### config.mk
export PLATFORM = sky130hd
export DESIGN_NAME = ooff_cell
export DESIGN_NICKNAME = d
export VERILOG_FILES = /design/src/rtl/ooff_pkg.sv /design/src/rtl/ooff_cell.sv
export SDC_FILE = /design/constraint.sdc
export NUM_CORES = 1
export LEC_CHECK = 0
export BUFFER_PORTS_ARGS = -buffer_cell sky130_fd_sc_hd__buf_2
export CAP_MARGIN = 40
export CORE_ASPECT_RATIO = 1.2
export CORE_MARGIN = 4
export CORE_UTILIZATION = 55
export DETAILED_ROUTE_END_ITERATION = 16
export GPL_ROUTABILITY_DRIVEN = 1
export PLACE_DENSITY_LB_ADDON = 0.1
export REMOVE_ABC_BUFFERS = 1
export SLEW_MARGIN = 15
export SYNTH_ARGS = -nofsm -noshare
export SYNTH_HDL_FRONTEND = slang
export SYNTH_SLANG_ARGS = --single-unit
### constraint.sdc
create_clock -name clk -period 2.8 [get_ports clk]
set_input_delay 0.56 -clock clk [delete_from_list [all_inputs] [get_ports clk]]
set_output_delay 0.56 -clock clk [all_outputs]
set_load 0.03 [all_outputs]
### src/rtl/ooff_pkg.sv
// Shared types and constants for the first odd occurrence finder
`default_nettype none
package ooff_pkg;

	localparam int VALUE_W       = 32;
	localparam int POS_W         = 8;
	localparam int MAX_ITEMS_DEF = 256;

	typedef struct packed {
		logic signed [VALUE_W-1:0] value;
		logic                      last_item;
	} in_word_t;

	typedef struct packed {
		logic             found;
		logic [POS_W-1:0] position;
		logic             overflow;
	} out_word_t;

	// word travelling down the cell chain
	typedef struct packed {
		logic                      live;   // still looking for its cell
		logic                      tok;    // end-of-set marker, carries the search
		logic signed [VALUE_W-1:0] value;
		logic [POS_W-1:0]          pos;
		logic                      found;
		logic [POS_W-1:0]          fpos;
		logic                      ovf;
	} slot_t;

endpackage
`default_nettype wire

### src/rtl/ooff_cell.sv
// One cell of the chain: holds a distinct value, its first position and count parity
`default_nettype none
module ooff_cell (
	input  wire logic           clk,
	input  wire logic           arst_n,
	input  wire ooff_pkg::slot_t slot_in,
	output ooff_pkg::slot_t     slot_out
);
	import ooff_pkg::*;

	logic                      used_q;
	logic signed [VALUE_W-1:0] val_q;
	logic [POS_W-1:0]          first_q;
	logic                      odd_q;
	slot_t                     slot_q;

	logic             match;
	logic             claim;
	logic             odd_now;
	logic             used_now;
	logic [POS_W-1:0] first_now;
	slot_t            slot_d;

	always_comb begin
		match     = slot_in.live && used_q && (val_q == slot_in.value);
		claim     = slot_in.live && !used_q;
		used_now  = used_q || claim;
		odd_now   = claim ? 1'b1 : (match ? !odd_q : odd_q);
		first_now = claim ? slot_in.pos : first_q;

		slot_d      = slot_in;
		slot_d.live = slot_in.live && !match && !claim;
		if (slot_in.tok && !slot_in.found && used_now && odd_now) begin
			slot_d.found = 1'b1;
			slot_d.fpos  = first_now;
		end
	end

	always_ff @(posedge clk or negedge arst_n) begin
		if (!arst_n) begin
			used_q <= 1'b0;
			slot_q <= '0;
		end else begin
			used_q <= slot_in.tok ? 1'b0 : used_now;
			slot_q <= slot_d;
		end
	end

	always_ff @(posedge clk) begin
		if (claim) begin
			val_q   <= slot_in.value;
			first_q <= slot_in.pos;
		end
		odd_q <= odd_now;
	end

	assign slot_out = slot_q;

endmodule
`default_nettype wire

==> results of run 1 <==
[metal layers]
metal	vias to the layer above	wire length, µm	part of all wire	global-route usage
met5	-	0	0	0
met4	0	38	0.0051	0.0859
met3	2	554	0.075	0.0496
met2	98	3670	0.50	0.325
met1	1164	3120	0.42	0.268
li1	1185	-	-	-
[registers in the layout (all words and copies together), names as in the netlist]
register	flops
odd_q	1
val_q	32
used_q	1
slot_out	52
first_q	8
[cells by family after synthesis]
kind of cell              Yosys count  share of synthesized area
xor gates and xnor gates           32                     0.0788
and+or+nand+nor                    62                     0.0905
AOI/OAI and AO/OA                  51                     0.0908
buffers and inverters              19                     0.0232
DFF                                94                      0.694
muxes                               8                     0.0225
[final timing paths]
path,end,slack (ns)
setup / recovery,slot_out[8],0.76
hold / removal,slot_out[36],0.08
setup reg to reg,slot_out[8],0.79
hold reg to reg,first_q[6],0.54
max in group asynchronous,slot_out[18],2.08
min in group clk,slot_out[0],0.32
[report_power, final]
part | total (mW) | leakage, nW | internal [mW] | switching (mW)
clock | 0.969 | 0.110 | 0.506 | 0.463
combinational | 0.389 | 0.858 | 0.126 | 0.263
sequential | 1.55 | 1.00 | 1.52 | 0.0285
[worst reg2reg max path: cells and delay by family, from the launching register on]
kind | cells | cell delay (ns)
flip-flops | 1 | 0.69
buffers and inverters | 1 | 0.26
AND/OR/NAND/NOR | 1 | 0.58
AO/OA/AOI/OAI | 3 | 0.36
[final cells by class]
type	count	area, µm²
multi-input cells	153	1010
well taps	82	103
inverters	9	33.8
clock inverters	7	95.1
clock buffers	9	124
fillers	438	1730
repair buffers	114	606
flip-flops and latches	94	2470
[layout by cell type, fill, tap and decap left out, types with 2 or more instances in the layout]
cell,instances
clkbuf_8,9
o221ai_1,8
clkinv_2,2
nand4_1,2
nor2_1,21
buf_2,105
xor2_1,32
inv_1,9
buf_4,8
mux2i_1,8
nand3_1,2
nor4_2,2
edfxtp_1,32
o21ai_0,8
a211oi_1,8
dfrtp_1,53
dfxtp_1,9
nand2b_1,2
a21oi_1,24
bufinv_16,2
nand2_1,18
inv_6,2
nor4_1,6
[stage by stage]
stage | worst slack, ns | util | TNS, ns
2_1_floorplan | -0.757 | - | -13.18
5_1_grt | 0.588 | 0.720 | 0
3_5_place_dp | 0.419 | 0.685 | 0
6_report | 0.757 | 0.720 | 0
3_3_place_gp | 0.475 | 0.681 | 0
4_1_cts | 0.807 | 0.720 | 0
==> metrics, run 1 <==
status completed; largest net degree at the start of global routing 30; Worst-Skew Late Latency 0.35 ns; pins over their slew limit 0; Critical Path AT 2.27 ns; max_slew headroom 0.567; FMAX 0.490 GHz; vias per cell 5.23; synthesis-to-layout area growth 24.9%; # resized after CTS 0; PD cells 654 nW/µm²; Hold Buf Count CTS 0; Post-Layout Cell Count 468; count leader, synth dfrtp_1; Final period util 0.730; Crit-path slowest cell nor2b_4; crit path buf inv count 1; Clock transition at path regs 0.09 ns; drt total wl 7380 µm; count of final setup violators 0; measured slew at the worst slew-check pin 0.647 ns; clock sinks 94; Critical Path, Cell by Cell buf_2 > nor2b_4 > mux2i_1 > a21oi_1 > o221ai_1 > a211oi_1; Final Skew 0.00690 ns; peak supply drop 0.386 mV; CP top delay family simple AND/OR/NAND/NOR gates; Core ar. 6170 µm²; die width 81.4 µm; DRT antenna net count 0; DRT iter0 DRCs 150; total grt overflow 0; drt drc 0; Ys Warns 0; antenna cells 0; Worst Reg-to-Reg Cells 5; Most used DFF post-synth dfrtp_1; reg-to-reg startpoint odd_q; Hold Violations, Final 0; Leakage 1.97 nW; data required time at the worst endpoint 3.03 ns; vias in the first global route 2463; layout cells sized above 1 0.358; Tot Pwr 2.90 mW; Critical Path Max Stage Delay 0.58 ns; Crit Path Class in -> reg; CP Capture Type register; RSZ-0062 raised after global routing no; antenna violations before repair 0; post-synthesis cell count 266; TritonCTS Buffers 9; critical path depth in cells 6; Post-CTS Setup Inserts 0; max-cap violations 0; placed insts 452; HPWL after DPL 5270 µm; crit path max fanout 17; most frequent cells after synthesis 53 x dfrtp_1, 32 x edfxtp_1, 32 x xor2_1, 24 x a21oi_1, 21 x nor2_1; Min Hold Slack 0.0824 ns; synth unique cells 34; first-pass GRT wire length 11900 µm; Cell Area, Synth 3550 µm²; Global Route Usage Sum 0.204; Rows 31; via count 2449; Top-Level Pins 106; final worst path period need 2.04 ns; Placed Area 4220 µm²; FF+latch count, synth 94; Detailed Routing Iterations Pass 1 5; Final #Nets 435; post-synthesis area per instance 13.4 µm²; Die ar. 7820 µm²; Seq/Total Area, Yosys 0.694; CP startpoint kind input pin; Synth top area share 0.373; area leader, netlist dfrtp_1; Worst Hold Class in -> async; drt wl/cell 15.8 µm; number of synthesized flops with an enable pin 32; IO buf count 105; Die Y 96.1 µm; H-tree depth 3; CP Launch Point slot_in[51]; routability cong. 0.791; Initial Utilization 0.576; CTS Root Cell clkbuf_8; async set-or-reset flop fraction in the synthesized netlist 0.564; synth top area cells dfrtp_1 37%, edfxtp_1 27%, xor2_1 7.9%, dfxtp_1 5.1%, a21oi_1 3.4%; CTS tree built; cell area after layout 4440 µm²; maximum buffer depth of the clock tree 2
Note: power is estimated with default switching activity, not from simulation.
==> run 2: changes to the inputs <==
--- a/config.mk
+++ b/config.mk
@@ -5,11 +5,12 @@
 export SDC_FILE = /design/constraint.sdc
 export NUM_CORES = 1
 export LEC_CHECK = 0
+export ABC_AREA = 1
 export BUFFER_PORTS_ARGS = -buffer_cell sky130_fd_sc_hd__buf_2
 export CAP_MARGIN = 40
 export CORE_ASPECT_RATIO = 1.2
 export CORE_MARGIN = 4
-export CORE_UTILIZATION = 55
+export CORE_UTILIZATION = 50
 export DETAILED_ROUTE_END_ITERATION = 16
 export GPL_ROUTABILITY_DRIVEN = 1
 export PLACE_DENSITY_LB_ADDON = 0.1
==> constraint.sdc (replaced) <==
create_clock -name clk -period 2.1 [get_ports clk]
set_input_delay 0.42 -clock clk [delete_from_list [all_inputs] [get_ports clk]]
set_output_delay 0.42 -clock clk [all_outputs]
set_load 0.03 [all_outputs]
==> run 2 against run 1 <==
  * Clock power grew 20%
  * Clock skew rose by 0.0042 ns
  * Critical path type is now reg -> reg
  * Sequential power is 32% higher
  * Final area shrank 6.6%
==> metrics, run 2 <==
maximum buffer depth of the clock tree 2 (unchanged); Core Util, Final 0.647 (-0.0726); Placed Area 3950 µm² (-6.5%); drt total wl 6020 µm (-18%); max_slew headroom 0.606 (+0.0392); CP startpoint kind register; via count 2110 (-14%); Min Hold Slack 0.0652 ns (-0.0172 ns); Final Skew 0.0111 ns (+0.00416 ns); TritonCTS Buffers 9 (unchanged); Critical Path AT 1.93 ns (-0.34 ns); Rows 32 (+3.2%); Tot Pwr 3.65 mW (+26%); CTS tree built; Ys Warns 0 (unchanged); Hold Buf Count CTS 0 (unchanged); Die ar. 7920 µm² (+1.2%); Initial Utilization 0.511 (-0.0651); FF+latch count, synth 94 (unchanged); data required time at the worst endpoint 2.35 ns (-0.68 ns); post-synthesis area per instance 12.2 µm² (-8.5%); Hold Violations, Final 0 (unchanged); IO buf count 105 (unchanged); synth unique cells 16 (-53%); worst reg2reg path endpoint slot_out[4]; pins over their slew limit 0 (unchanged); die width 81.9 µm (+0.61%); max reg flops 52 (unchanged); RSZ-0062 raised after global routing no; # resized after CTS 0 (unchanged); Leakage 2.05 nW (+3.9%); Core ar. 6410 µm² (+3.9%); max-cap violations 0 (unchanged); Global Route Usage Sum 0.162 (-0.0425); Worst Reg-to-Reg Cells 12 (+7); clock sinks 94 (unchanged); Detailed Routing Iterations Pass 1 4 (-1); Clock transition at path regs 0.09 ns (about the same); Most used DFF post-synth dfrtp_1; H-tree depth 3 (unchanged); Final #Nets 441 (+1.4%); reg2reg setup slack 0.42 ns (-0.37 ns); most frequent cells after synthesis 96 x nand2_1, 53 x dfrtp_1, 32 x edfxtp_1, 28 x inv_1, 20 x xnor2_1; Cell Area, Synth 3280 µm² (-7.8%); first-pass GRT wire length 9720 µm (-18%); final worst path period need 1.68 ns; commonest non-fill, non-tap cell in the layout buf_2; largest net degree at the start of global routing 29 (-3.3%); vias in the first global route 2151 (-13%); DRT iter0 DRCs 63 (-58%); area leader, netlist dfrtp_1; commonest cells after routing, fill and taps aside 105 x buf_2, 96 x nand2_1, 53 x dfrtp_1; HPWL after DPL 4450 µm (-16%); Die Y 96.7 µm (+0.62%); antenna cells 0 (unchanged); routability cong. 0.774 (-2.1%); Worst-Skew Late Latency 0.35 ns (about the same); status completed; Seq/Total Area, Yosys 0.753 (+0.0591); Final period util 0.802; count of final setup violators 0 (unchanged); drt wl/cell 12.6 µm (-20%); layout cells sized above 1 0.339 (-0.0182); peak supply drop 0.520 mV (+35%); CTS Root Cell clkbuf_8; synth top area cells dfrtp_1 40%, edfxtp_1 29%, nand2_1 11%, dfxtp_1 5.5%, xnor2_1 5.3%; async set-or-reset flop fraction in the synthesized netlist 0.564 (unchanged); measured slew at the worst slew-check pin 0.590 ns (-0.0564 ns); CP Capture Type register; post-synthesis cell count 268 (+0.75%); FMAX 0.594 GHz; antenna violations before repair 0 (unchanged); Synth top area share 0.405 (+0.0318); number of synthesized flops with an enable pin 32 (unchanged); total grt overflow 0 (unchanged); cell area after layout 4150 µm² (-6.6%); vias per cell 4.42 (-15%); count leader, synth nand2_1; synthesis-to-layout area growth 26.6%; Worst Hold Class in -> async; DRT antenna net count 0 (unchanged); Top-Level Pins 106 (unchanged); Crit Path Class reg -> reg; drt drc 0 (unchanged); crit path max fanout 10 (-7); Post-CTS Setup Inserts 0 (unchanged); PD cells 880 nW/µm² (+34%); reg-to-reg startpoint val_q[4]
## run 2: worst max path at each step
stage / start / to / slack [ns] / cells after the start
after detailed placement: slot_in[49] / slot_out[3] / 0.24 / 11
after CTS: val_q[4] / slot_out[4] / 0.36 / 12
after global routing: val_q[4] / slot_out[8] / 0.23 / 12
after floorplan: slot_in[51] / slot_out[1] / -0.13 / 7
after global placement: slot_in[22] / slot_out[4] / 0.30 / 13
final: val_q[4] / slot_out[4] / 0.42 / 12
## run 2: area by class of cell
class	instances	area, µm²
inverter	30	113
timing repair buffer	108	561
clock inverter	5	37.5
sequential	94	2470
fill	532	2260
multi-input combinational	144	701
clock buffer	11	163
tap	85	106
## run 2: where the power goes
group / internal (mW) / leakage (nW) / total (mW) / switching [mW]
Combinational: 0.144 / 0.943 / 0.438 / 0.294
Sequential: 2.01 / 1.00 / 2.05 / 0.0341
Clock: 0.543 / 0.102 / 1.16 / 0.620
Total: 2.70 / 2.05 / 3.65 / 0.948
## run 2: metal layers
| layer | vias to the layer above | GRT usage | routed length, µm |
|---|---|---|---|
| met5 | - | 0 | 0 |
| met4 | 0 | 0.0575 | 74 |
| met3 | 6 | 0.0438 | 407 |
| met2 | 62 | 0.269 | 3030 |
| met1 | 971 | 0.199 | 2510 |
| li1 | 1071 | - | - |
## run 2: metrics by stage
stage	setup WS, ns	setup TNS, ns	std cells
global route	0.230	0	477
floorplan	-0.131	-1.09	268
CTS	0.364	0	477
finish	0.416	0	477
global placement	0.301	0	461
detailed placement	0.240	0	461
## run 2: critical path: stages (launching register included)
cell      delay, ns
edfxtp_1       0.39
inv_1          0.06
nand2_1        0.05
nand2_1        0.05
nand2_1        0.05
nor2_1         0.12
nand2_1        0.08
nor2_2         0.18
nand4_1        0.16
nand3_4        0.18
nand2_4        0.10
nand2_1        0.10
nand2_1        0.06
## run 2: logic make-up after synthesis
family | count (synthesis) | share of synthesized area
AO/OA/AOI/OAI | 3 | 0.00573
flip-flops | 94 | 0.753
buffers and inverters | 30 | 0.0344
AND/OR/NAND/NOR | 121 | 0.153
XOR/XNOR | 20 | 0.0535
